`src/rtl/clr_pkg.sv`:
```
// Shared types and codes for the compacting list.
`timescale 1ns / 1ps

package clr_pkg;

	// Request action codes
	typedef enum logic [1:0] {
		ACT_APPEND = 2'd0,
		ACT_ERASE  = 2'd1,
		ACT_READ   = 2'd2,
		ACT_CLEAR  = 2'd3
	} clr_action_t;

	// Per-cycle command broadcast to every cell
	typedef struct packed {
		logic append;   // write value into the cell at target
		logic erase;    // cells at or above target take their upper neighbor
		logic rd_start; // cell at target copies its entry into the read carry
		logic rd_move;  // read carry steps one cell toward cell 0
	} clr_cmd_t;

endpackage

```
`src/rtl/clr_cell.sv`:
```
// One list cell: holds an entry and one stage of the read carry chain.
`timescale 1ns / 1ps

module clr_cell #(
	parameter int EW  = 32,
	parameter int IW  = 9,
	parameter int POS = 0
) (
	input  logic              clk,
	input  clr_pkg::clr_cmd_t cmd,
	input  logic [IW-1:0]     target,
	input  logic [EW-1:0]     value,
	input  logic [EW-1:0]     up_entry,
	input  logic [EW-1:0]     up_carry,
	output logic [EW-1:0]     entry,
	output logic [EW-1:0]     carry
);
	import clr_pkg::*;

	localparam logic [IW-1:0] MY_POS = IW'(POS);

	logic [EW-1:0] entry_q;
	logic [EW-1:0] carry_q;

	always_ff @(posedge clk) begin
		if (cmd.append && target == MY_POS) begin
			entry_q <= value;
		end else if (cmd.erase && MY_POS >= target) begin
			entry_q <= up_entry;
		end

		if (cmd.rd_start && target == MY_POS) begin
			carry_q <= entry_q;
		end else if (cmd.rd_move) begin
			carry_q <= up_carry;
		end
	end

	assign entry = entry_q;
	assign carry = carry_q;

endmodule
```
`config.mk`:
```
export PLATFORM = sky130hd
export DESIGN_NAME = clr_cell
export DESIGN_NICKNAME = d
export VERILOG_FILES = /design/src/rtl/clr_pkg.sv /design/src/rtl/clr_cell.sv
export SDC_FILE = /design/constraint.sdc
export NUM_CORES = 1
export LEC_CHECK = 0
export BUFFER_PORTS_ARGS = -buffer_cell sky130_fd_sc_hd__clkbuf_2
export CORE_MARGIN = 2
export CORE_UTILIZATION = 30
export CTS_BUF_LIST = sky130_fd_sc_hd__clkbuf_8
export DETAILED_ROUTE_END_ITERATION = 8
export SYNTH_ARGS = -nofsm -noshare
export SYNTH_HDL_FRONTEND = slang
export SYNTH_SLANG_ARGS = --single-unit
export TNS_END_PERCENT = 1
```
`constraint.sdc`:
```
create_clock -name clk -period 2.68 [get_ports clk]
set_input_delay 0.268 -clock clk [delete_from_list [all_inputs] [get_ports clk]]
set_output_delay 0.268 -clock clk [all_outputs]
set_load 0.01 [all_outputs]
```
==> run summary, run 1 <==
The height of the die is 104 um. The pin count of the biggest net entering global routing came out at 33. The main combinational cell family by area after synthesis is multiplexers. The final-report hold violation count came out at 0.

The H-tree depth came out at 3. The antenna diode instance count came out at 0. The sum of routed wire length over all layers came out at 7.11 mm. Summing the sequential cell areas from Yosys gives 63.5% of the chip area. The kind of critical path is in -> reg. The number of sinks on the clock net is between 60 and 70.

For this block, the via count after detailed routing is roughly 1900. The minimum clock period is 1730 ps. The maximum clock insertion buffer count is 2. For this run, the number of standard cells in the final layout without fillers is 462. The routed via count divided by cell count is 4.15.

The post-synthesis instance area came out at about 0.0030 sq mm. The post-synthesis adder-cell area fraction is 0%. The global-route congestion overflow total came out at 0. The average cell area after synthesis came out at 21.2 sq um. The total area inside the core boundary comes to 0.00977 sq mm. The maximum clock frequency came out at 578 MHz. In the post-route analysis, the smallest setup slack over all paths is 950 ps. The final core utilization came out at 43.4%.

The post-CTS setup buffer count came out at 0. When the netlist entered floorplanning its net count stood at 253. The number of buffers inserted by hold repair at cts came out at 0. STA classifies the critical path startpoint as an input port. In this run switching power makes up 20.2% of total power. Counting the buffers created by CTS gives 9. The total negative slack for setup checks is 0 ps. The number of iterations in the first detailed-routing pass is 4. In this run the worst path has a maximum fanout of 32. The number of placed instances, taps included, is between 400 and 500.

The internal power component came out at 1.80 mW. The worst setup path is captured at a flip-flop. The worst-margin pin slew came out at ~600 ps. Leaving out fill and tap cells, the most frequent cells in the layout are clkbuf_2, edfxtp_1, mux2_4. Yosys printed 0 warnings.

The most common cell after layout, fill and taps aside is clkbuf_2. The ratio of final minimum period to clock period is approximately 65%. The area share of xor/xnor cells in the synthesized design is 0%.

The number of failing setup endpoints in the final timing report came out at 0. The initial core utilization is a little under a third. The worst hold margin came out at 240 ps. The number of flip-flops and latches in the synthesized netlist came out at 64.

The finished cells cover 0.00425 sq mm. The number of global-route vias before repair is 2140. TritonCTS built the clock tree. At the placement stage, the worst setup path has a slack of 568 ps.

Setup repair after global routing left no endpoint under its margin. For this design the total switching power over the nets is 457 uW. In this run the power density over the cells is 531 mW/mm^2. The die covers 0.0109 sq mm. The root cell of the clock tree is clkbuf_8. The total power after layout is 2.26 mW. The post-route clock skew is 3.15 ps. The fraction of power consumed by combinational cells is about a tenth. The critical path data required time came out at roughly 2700 ps. The number of antenna violations at the first check in global routing came to 0. The placed standard-cell area is 0.00405 sq mm.

After clock tree synthesis, the clock-pin slew on the worst setup and hold paths is approximately 70 ps. The half-perimeter wire length of the detailed placement result is 5.65 mm. The number of antenna-violating nets in the routed design came out at 0.

The synthesis-to-layout area growth is 40.2%. The number of top-level pins came out at ~170. The type of the worst min-delay path is in -> reg. The number of distinct standard cells referenced by the synthesized netlist came out at 10.

The tool flagged a number of max-cap violations equal to 0. The run finished with clean final reports. In the synthesized netlist, mux cells make up 31.1% of the area. The first global-routing pass estimated roughly 11 mm of wire. Measured against its own limit, the worst slew margin works out to 60.1%. The width of the chip is 104 um. The sequential group share of total power is about half. The final-stage net count came out at 435. The floorplan has 36 rows. The cell count after synthesis is 143. The later pin in the worst-skew pair is clocked with a latency of 320 ps. The complex-gate fraction of the synthesized area is 0%.

The number of max-slew violations in the final report was 0. The routed wirelength normalized by instance count is 15.4 um. The critical path data arrival time is 1710 ps. The number of DRC markers after the initial detailed-route iteration is 38.

The simple-gate share of the synthesized area came out at roughly 3.2%. For this run, design rule violations remaining after detail routing come to 0. The number of gates resized after CTS was 0. The number of fill cells is 915. The static leakage is 2.07 nW. The clock network is responsible for 38.2% of the overall power.

The routability-driven placement congestion ratio is 0.767. The number of buffer cells added on primary ports is 173. The peak supply drop came out at 280 uV. The aggregate global-route resource usage is 13.2%. The proportion of layout cells with a drive suffix above 1 is 79.0%.
[worst max-delay path, cell delays in order]
cell and delay [ps]:
clkbuf_2 100, nor4_4 420, nand4_4 370, nand2b_2 160, buf_4 380
[cell families (layout without fill, tap and decap cells)]
kind of cell  after synthesis  count (layout)
mux                        64              64
flops                      64              64
simple gates                9               9
buf+inv                     6             192
[registers in the layout, summed over array words and instances (netlist names)]
signal and flops:
carry 32, entry 32
[routing by layer]
metal  share of wire [%]  up-vias  wire, um  track usage [%]
li1                    -      926         -                -
met1                  39      900      2800             15.0
met2                  53       80      3770             23.6
met3                 5.9        9       423             2.88
met4                 1.8        0       127             5.69
met5                   0        -         0                0
[cells in the mapped netlist]
master	instances	area [sq um]
buf_6	6	67.6
edfxtp_1	64	1920
mux2_2	5	56.3
mux2_4	59	886
nand2b_1	1	6.26
nand3_1	1	5.00
nand4_4	2	42.5
nor2_1	3	11.3
nor3_2	1	10.0
nor4_4	1	21.3
[area by class of cell]
class | instances | area [sq um] | area share [%]
multi-input combinational | 73 | 1050 | 24.7
clock buffer | 9 | 124 | 2.92
timing repair buffer | 177 | 908 | 21.4
sequential | 64 | 1920 | 45.3
tap | 133 | 166 | 3.92
clock inverter | 6 | 77.6 | 1.83
[worst paths after layout]
kind | endpoint | slack, ps | cells past startpoint | startpoint
worst max register to register | carry[10] | 1720 | 1 | entry[10]
worst max-delay path | carry[26] | 950 | 5 | target[6]
worst min register to register | carry[29] | 580 | 1 | entry[29]
worst min-delay path | entry[13] | 240 | 2 | value[13]
[power by group through the flow]
stage	sequential, mW	combinational (mW)	clock (mW)
floorplan	1.20	0.0814	0
global placement	1.18	0.236	0
detailed placement	1.18	0.239	0
CTS	1.16	0.240	0.889
global route	1.16	0.255	0.932
finish	1.16	0.236	0.862
(Power assumes the default switching activity.)
==> run 2, diff against run 1 <==
Clock period 2.68 ns to 1.57 ns, I/O delays scaled along.
==> run 2 against run 1 <==
Net effect:
- non-clock buffer count increased by 7
- sequential power increased by 70%
- die area unchanged
- count of clock-buffer cells in the layout unchanged
- first-iteration DRC count increased by 2.6%
- clock power increased by 80%
==> run summary, run 2 (same netlist as run 1, synthesis figures left out) <==
The run finished with clean final reports. The max-cap violation count came out at 0 (unchanged). The core box area came out at 0.00977 sq mm (unchanged).

The number of antenna-violating nets in the routed design is 0 (unchanged). The antenna diode instance count is 0 (unchanged). The DRC violation count after routing was 0 (unchanged). The type of the worst min-delay path is in -> reg. The headroom to the max-slew limit came to 87.1% (+27 points). The critical path data required time was 1610 ps (-1050 ps).

The post-cts gate resize count was 0 (unchanged). The total number of placement rows is 36 (unchanged). The highest fanout seen on the critical path came out at 19 (-41%). The number of buffer cells added on primary ports is 173 (unchanged). The proportion of layout cells with a drive suffix above 1 is 80.1% (+1.1 points).

The number of antenna violations at the first check in global routing came to 0 (unchanged). The height of the die was 104 um (unchanged). Leaving out fill and tap cells, the most frequent cells in the layout are clkbuf_2, edfxtp_1, mux2_4. The clock network latency to the later pin of the worst-skew pair came out at 330 ps (about the same). The critical path goes through clkbuf_2 > nor4_4 > buf_4 > nand4_4 > buf_12 > nand2b_4 > buf_12. The power density over the cells is 895 mW/mm^2 (+68%). The initial core utilization was 31.0% (unchanged).

The pin count of the biggest net entering global routing came out at 20 (-39%). The routed via count divided by cell count was 4.16 (+0.25%). The final core utilization is 45.1% (+1.7 points). The H-tree depth came out at 3 (unchanged). The global-route congestion overflow total was 0 (unchanged). The half-perimeter wire length of the detailed placement result came out at 5.70 mm (+0.90%). The number of global-route vias before repair came out at 2134 (-0.28%). The clock tree from TritonCTS is yes. The final instance count without filler cells is 470 (+1.7%). The worst setup slack after placement is -33.5 ps (-601 ps). The number of sinks on the clock net was 64 (unchanged). The final-report hold violation count is 0 (unchanged). The routability-driven placement congestion ratio came out at 0.747 (-2.6%). The number of iterations in the first detailed-routing pass is 3 (-1). CTS placed an instance of clkbuf_8 at the clock tree root. The final worst slack is 329 ps (-621 ps).

The clock period could shrink to ~1200 ps. Relative to the synthesized area, the layout overhead comes to 45.6%. The sum of routed wire length over all layers is 6.91 mm (-2.9%). The placed standard-cell area came out at 0.00419 sq mm (+3.6%). The total power after layout came to 3.95 mW (+75%).

The number of DRC markers after the initial detailed-route iteration is 39 (+2.6%). The wire length of the first global-routing pass is 10.5 mm (-3.5%). The maximum clock insertion buffer count was 2 (unchanged). The critical path data arrival time came out at 1280 ps (-430 ps). The critical path is of the in -> reg type.

The number of max-slew violations in the final report came out at 0 (unchanged). The total negative slack for setup checks came to 0 ps (unchanged). Setup repair after global routing left no endpoint under its margin. The post-CTS setup buffer count came out at 0 (unchanged). The ratio of final minimum period to clock period came out at 79.1%. Based on the critical path, the design can be clocked at up to 806 MHz. The final-stage net count is 442 (+1.6%). The critical path endpoint category is a flip-flop. The library cell used most frequently in the layout, excluding fill and tap cells, is clkbuf_2. The worst hold margin is 117 ps (-123 ps). The number of buffers inserted by hold repair at cts is 0 (unchanged). The area of the die is 0.0109 sq mm (unchanged). The total via count in the routed design came out at 1953 (+2.0%). The worst setup path is launched from an input port. The number of buffers created by CTS came out at 9 (unchanged).

The placed instance count came out at 454 (+1.6%). The final instance area is 0.00441 sq mm (+3.8%). The critical-path cell with the highest stage delay is nor4_4. The post-route clock skew came out at 12.0 ps (+8.80 ps).

The peak supply drop came out at 328 uV (+17%). The most numerous cell type found on the critical path is buf_12. The width of the chip was 104 um (unchanged). The number of failing setup endpoints in the final timing report is 0 (unchanged).

The aggregate global-route resource usage is 12.8% (-0.36 points). The worst-margin pin slew came out at 194 ps (-405 ps). The static leakage is 2.15 nW (+3.5%). The highest cell delay on the worst timing path came out at 240 ps (-180 ps). The routed wirelength normalized by instance count came out at 14.7 um (-4.6%). The clock-pin slew of the registers on the worst-case setup and hold paths came out at 80 ps (about the same). The number of top-level pins came out at 174 (unchanged).
[run 2: cell types whose count changed in the layout (fill, tap and decap cells not counted)]
cell        previous run  this run
buf_12                 1         8
clkinv_4               0         1
clkinvlp_4             0         1
inv_1                  2         0
inv_6                  0         1
nand2b_2               1         0
nand2b_4               0         1
[run 2: metal layers]
layer / part of all wire (%) / GRT usage, %
met3: 9.2 / 4.89
met4: 2.6 / 7.05
met5: 0 / 0
met1: 38 / 13.7
met2: 51 / 21.7
[run 2: final cells by class]
| type | instances | area, sq um |
|---|---|---|
| Clock buffer | 9 | 124 |
| Clock inverter | 7 | 95.1 |
| Fill cell | 922 | 5370 |
| Multi-Input combinational cell | 73 | 1050 |
| Sequential cell | 64 | 1920 |
| Tap cell | 133 | 166 |
| Timing Repair Buffer | 184 | 1050 |
[run 2: path summary, 6_finish.rpt]
path / cells past startpoint / to / slack, ps / startpoint
worst max register to register: 1 / carry[21] / 620 / entry[21]
worst min-delay path: 2 / carry[17] / 120 / up_carry[17]
worst min register to register: 1 / carry[0] / 580 / entry[0]
worst max-delay path: 7 / carry[29] / 330 / target[6]
[run 2: critical path, delay by kind of cell]
family	cells	cell delay [ps]
AND/OR/NAND/NOR	3	470
buffers and inverters	4	630
[run 2: report_power, final]
group	switching [mW]	internal (mW)
Combinational	0.157	0.261
Sequential	0.0184	1.95
Clock	0.658	0.896
Total	0.834	3.11
==> run 3, diff against run 2 <==
Settings changed: ABC_AREA set to 1.
Clock period 1.57 ns to 1.1 ns, I/O delays scaled along.
==> run 3 against run 2 <==
Net effect:
- die area grew 3.7%
- first-iteration DRC count grew to 4.0 times the previous value
- non-clock buffer count is 9 higher
- count of clock-buffer cells in the layout is the same
- via count grew 46%
- core utilization decreased by 2.6 points
- synthesized cell count increased by 110%
- cell count rose by 30%
- global-route usage increased by 3.5 points
- total power up 29%
==> run summary, run 3 <==
The number of max-slew violations in the final report came out at 0 (unchanged). The top cell types in the final layout, fill and taps aside, are clkbuf_2, nand2_1, nand4_1, edfxtp_1, buf_4. The post-CTS setup buffer count was 0 (unchanged).

The antenna diode instance count is 0 (unchanged). The count of synthesis-stage warnings from yosys came out at 0 (unchanged). The routed via count divided by cell count is 4.67 (+13%). STA classifies the critical path endpoint as a flip-flop. The clock tree from TritonCTS is yes.

The number of buffer cells added on primary ports is 173 (unchanged). The count of cells along the worst register-to-register path was 2 (+1). The post-synthesis adder-cell area fraction came out at 0% (unchanged). The DRC violation count after routing came out at 0 (unchanged). The number of antenna violations at the first check in global routing is 0 (unchanged). The area share of xor/xnor cells in the synthesized design is 0% (unchanged). The maximum clock frequency is slightly below 1000 MHz.

The total number of placement rows came out at 37 (+2.8%). The most common cell after layout, fill and taps aside is clkbuf_2. The number of flip-flops and latches in the synthesized netlist came out at 64 (unchanged). The clock power share came out at 32.3% (-7.1 points). The post-synthesis instance area was 0.00314 sq mm (+3.8%). The simple-gate share of the synthesized area came out at 31.3% (+28 points). The main combinational cell family by area after synthesis is simple AND/OR/NAND/NOR gates. The number of global-route vias before repair is 2826 (+32%). The height of the die is 106 um (+1.8%). The synthesized netlist net count came out at 406 (+60%). The number of sinks on the clock net came out at 64 (unchanged). The highest fanout seen on the critical path came out at 12 (-7).

The number of failing setup endpoints in the final timing report came out at 0 (unchanged). Setup repair after global routing left no endpoint under its margin. The terminating pin of the worst hold path is carry[21]. The async set-or-reset flop fraction in the synthesized netlist is 0% (unchanged). The number of antenna-violating nets in the routed design is 0 (unchanged). The sequential group share of total power is 55.4% (+5.4 points). The global-route congestion overflow total is 0 (unchanged). The number of DRC markers after the initial detailed-route iteration came out at 156 (+300%).

The run finished with clean final reports. The cell count after synthesis is 296 (+110%). The share of the yosys chip area belonging to registers is 61.1% (-2.3 points).

The final worst slack came to 64.5 ps (-264 ps). The root cell of the clock tree is clkbuf_8. The critical path data arrival time came out at 1130 ps (-150 ps). The clock-pin slew of the registers on the worst-case setup and hold paths was 70 ps (about the same). The worst setup path is launched from an input port.

The width of the chip was 106 um (+1.8%). By count the netlist is led by nand2_1, edfxtp_1, nand4_1. The clock network latency to the later pin of the worst-skew pair came out at 340 ps (about the same).

The final-report hold violation count came out at 0 (unchanged). The proportion of synthesized area in mux cells came out at 0% (-31 points). The number of synthesized flops with an enable pin came out at 64 (unchanged).

The initial core utilization came out at 30.7% (-0.25 points). The number of instances on the worst hold path is 3 (+1). The tightest min-delay check is of the in -> reg type. The worst-case register-to-register setup slack came out at 240 ps (-380 ps). The final instance area came out at 0.00435 sq mm (-1.3%). The H-tree depth came to 3 (unchanged). The number of fill cells came out at 1039 (+13%).

The routed wirelength normalized by instance count came to 14.6 um (-0.61%). After layout, the minimum clock period comes to 1040 ps. The routability-driven placement congestion ratio came out at 0.892 (+19%).

The final-stage net count came to 582 (+32%). The core box area came to 0.0102 sq mm (+4.7%). The total negative slack for setup checks came out at 0 ps (unchanged). The internal power component is 3.86 mW (+24%). The sum of routed wire length over all layers came out at 8.94 mm (+29%).

The most used flip-flop cell after synthesis is edfxtp_1. The power density over the cells is 1170 mW/mm^2 (+31%). The worst setup path is of the in -> reg kind.

The number of buffers created by CTS came out at 9 (unchanged). The average cell area after synthesis is 10.6 sq um (-50%). edfxtp_1 takes more of the synthesized area than any other cell. The max-cap violation count came out at 0 (unchanged). The post-route clock skew is 7.52 ps (-4.43 ps). The fraction of power consumed by combinational cells came out at 12.3% (+1.7 points). The worst setup slack after placement came out at -309 ps (-275 ps). The maximum clock insertion buffer count came out at 2 (unchanged). The pin count of the biggest net entering global routing came out at 35 (+75%). The aggregate global-route resource usage is 16.3% (+3.5 points). The endpoint identified for the worst register-to-register timing path is carry[8].

The critical path data required time came to 1190 ps (-420 ps). The wire length of the first global-routing pass was 14.1 mm (+34%). The half-perimeter wire length of the detailed placement result is 6.80 mm (+19%). Ranked by total cell area, the synthesized netlist is headed by edfxtp_1, nand2_1, nand4_1.

The static leakage is 2.10 nW (-2.1%). The peak supply drop is 386 uV (+18%). The number of distinct standard cells referenced by the synthesized netlist came to 14 (+4).

The placed standard-cell area was 0.00419 sq mm (about the same). The critical register-to-register path startpoint is entry[8]. The headroom to the max-slew limit is 79.8% (-7.3 points).

The hold path startpoint is up_carry[21]. The ratio of final minimum period to clock period came out at 94.1%. The worst-margin pin slew came out at 304 ps (+110 ps). nand2_1 is the most common cell in the netlist. The total via count in the routed design is 2861 (+46%).

The number of top-level pins is 174 (unchanged). The proportion of layout cells with a drive suffix above 1 came out at 45.0% (-35 points). The fraction of post-synthesis cell area in the top cell type by area came to 61.1% (-2.3 points). The area of the die came out at 0.0113 sq mm (+3.7%). The complex-gate fraction of the synthesized area came to 0% (unchanged).

The synthesis-to-layout area growth is 38.4%. The net switching power came out at 1.23 mW (+48%). The number of iterations in the first detailed-routing pass is 4 (+1). The switching power as a share of total power came out at 24.2% (+3.0 points).
[run 3: kinds of logic (layout without fill, tap and decap cells)]
kind of cell,Yosys count,after routing
and+or+nand+nor,203,203
DFF,64,64
buffers and inverters,29,209
[run 3: power by group through the flow]
| stage | Sequential [mW] | Combinational [mW] | Clock [mW] |
|---|---|---|---|
| after floorplan | 2.93 | 0.215 | 0 |
| after global placement | 2.87 | 0.622 | 0 |
| after detailed placement | 2.87 | 0.629 | 0 |
| after CTS | 2.82 | 0.631 | 1.69 |
| after global routing | 2.83 | 0.694 | 1.80 |
| final | 2.82 | 0.623 | 1.64 |
[run 3: worst max-delay path by stage]
stage                      to  startpoint  slack (ps)  cells after the start
detailed placement  entry[11]   target[8]        -310                      8
finish              entry[10]   target[4]          60                      7
global placement    entry[11]   target[8]        -310                      8
floorplan            entry[0]   target[4]        -250                      6
global route        carry[25]   target[4]           9                      7
CTS                  entry[7]    entry[7]          50                      1
[run 3: final cells by class]
| type | instances | area (sq um) | share of cell area, % |
|---|---|---|---|
| clock buffers | 9 | 124 | 2.85 |
| clock inverters | 6 | 28.8 | 0.661 |
| inverters | 1 | 3.75 | 0.0863 |
| multi-input cells | 203 | 1030 | 23.7 |
| flip-flops and latches | 64 | 1920 | 44.2 |
| well taps | 136 | 170 | 3.91 |
| repair buffers | 193 | 1070 | 24.6 |
[run 3: layer usage]
layer  vias up  global-route usage (%)  part of all wire (%)
met5         -                       0                     0
met3        12                    4.90                   8.5
met2       122                    27.4                    49
met4         0                    6.58                   1.8
li1       1414                       -                     -
met1      1313                    19.5                    40
[run 3: worst max-delay path: stages]
cell      delay, ps
clkbuf_2         80
or2_4           260
nor2_8          180
nand3_4         150
buf_4           210
nand2_1          70
nand2_1          70
[run 3: metrics by stage]
stage	std cells	utilization, %	power [mW]	hold slack [ps]
final	612	42.5	5.09	26.3
after global routing	612	42.5	5.32	13.0
after CTS	612	42.5	5.14	11.5
after detailed placement	597	41.0	3.50	379
after global placement	597	41.0	3.49	377
after floorplan	296	-	3.14	289
[run 3: repair_timing]
item,in CTS,in global routing
endpoints found under the setup margin,0,15
resized for setup,0,2
hold buffers,0,0
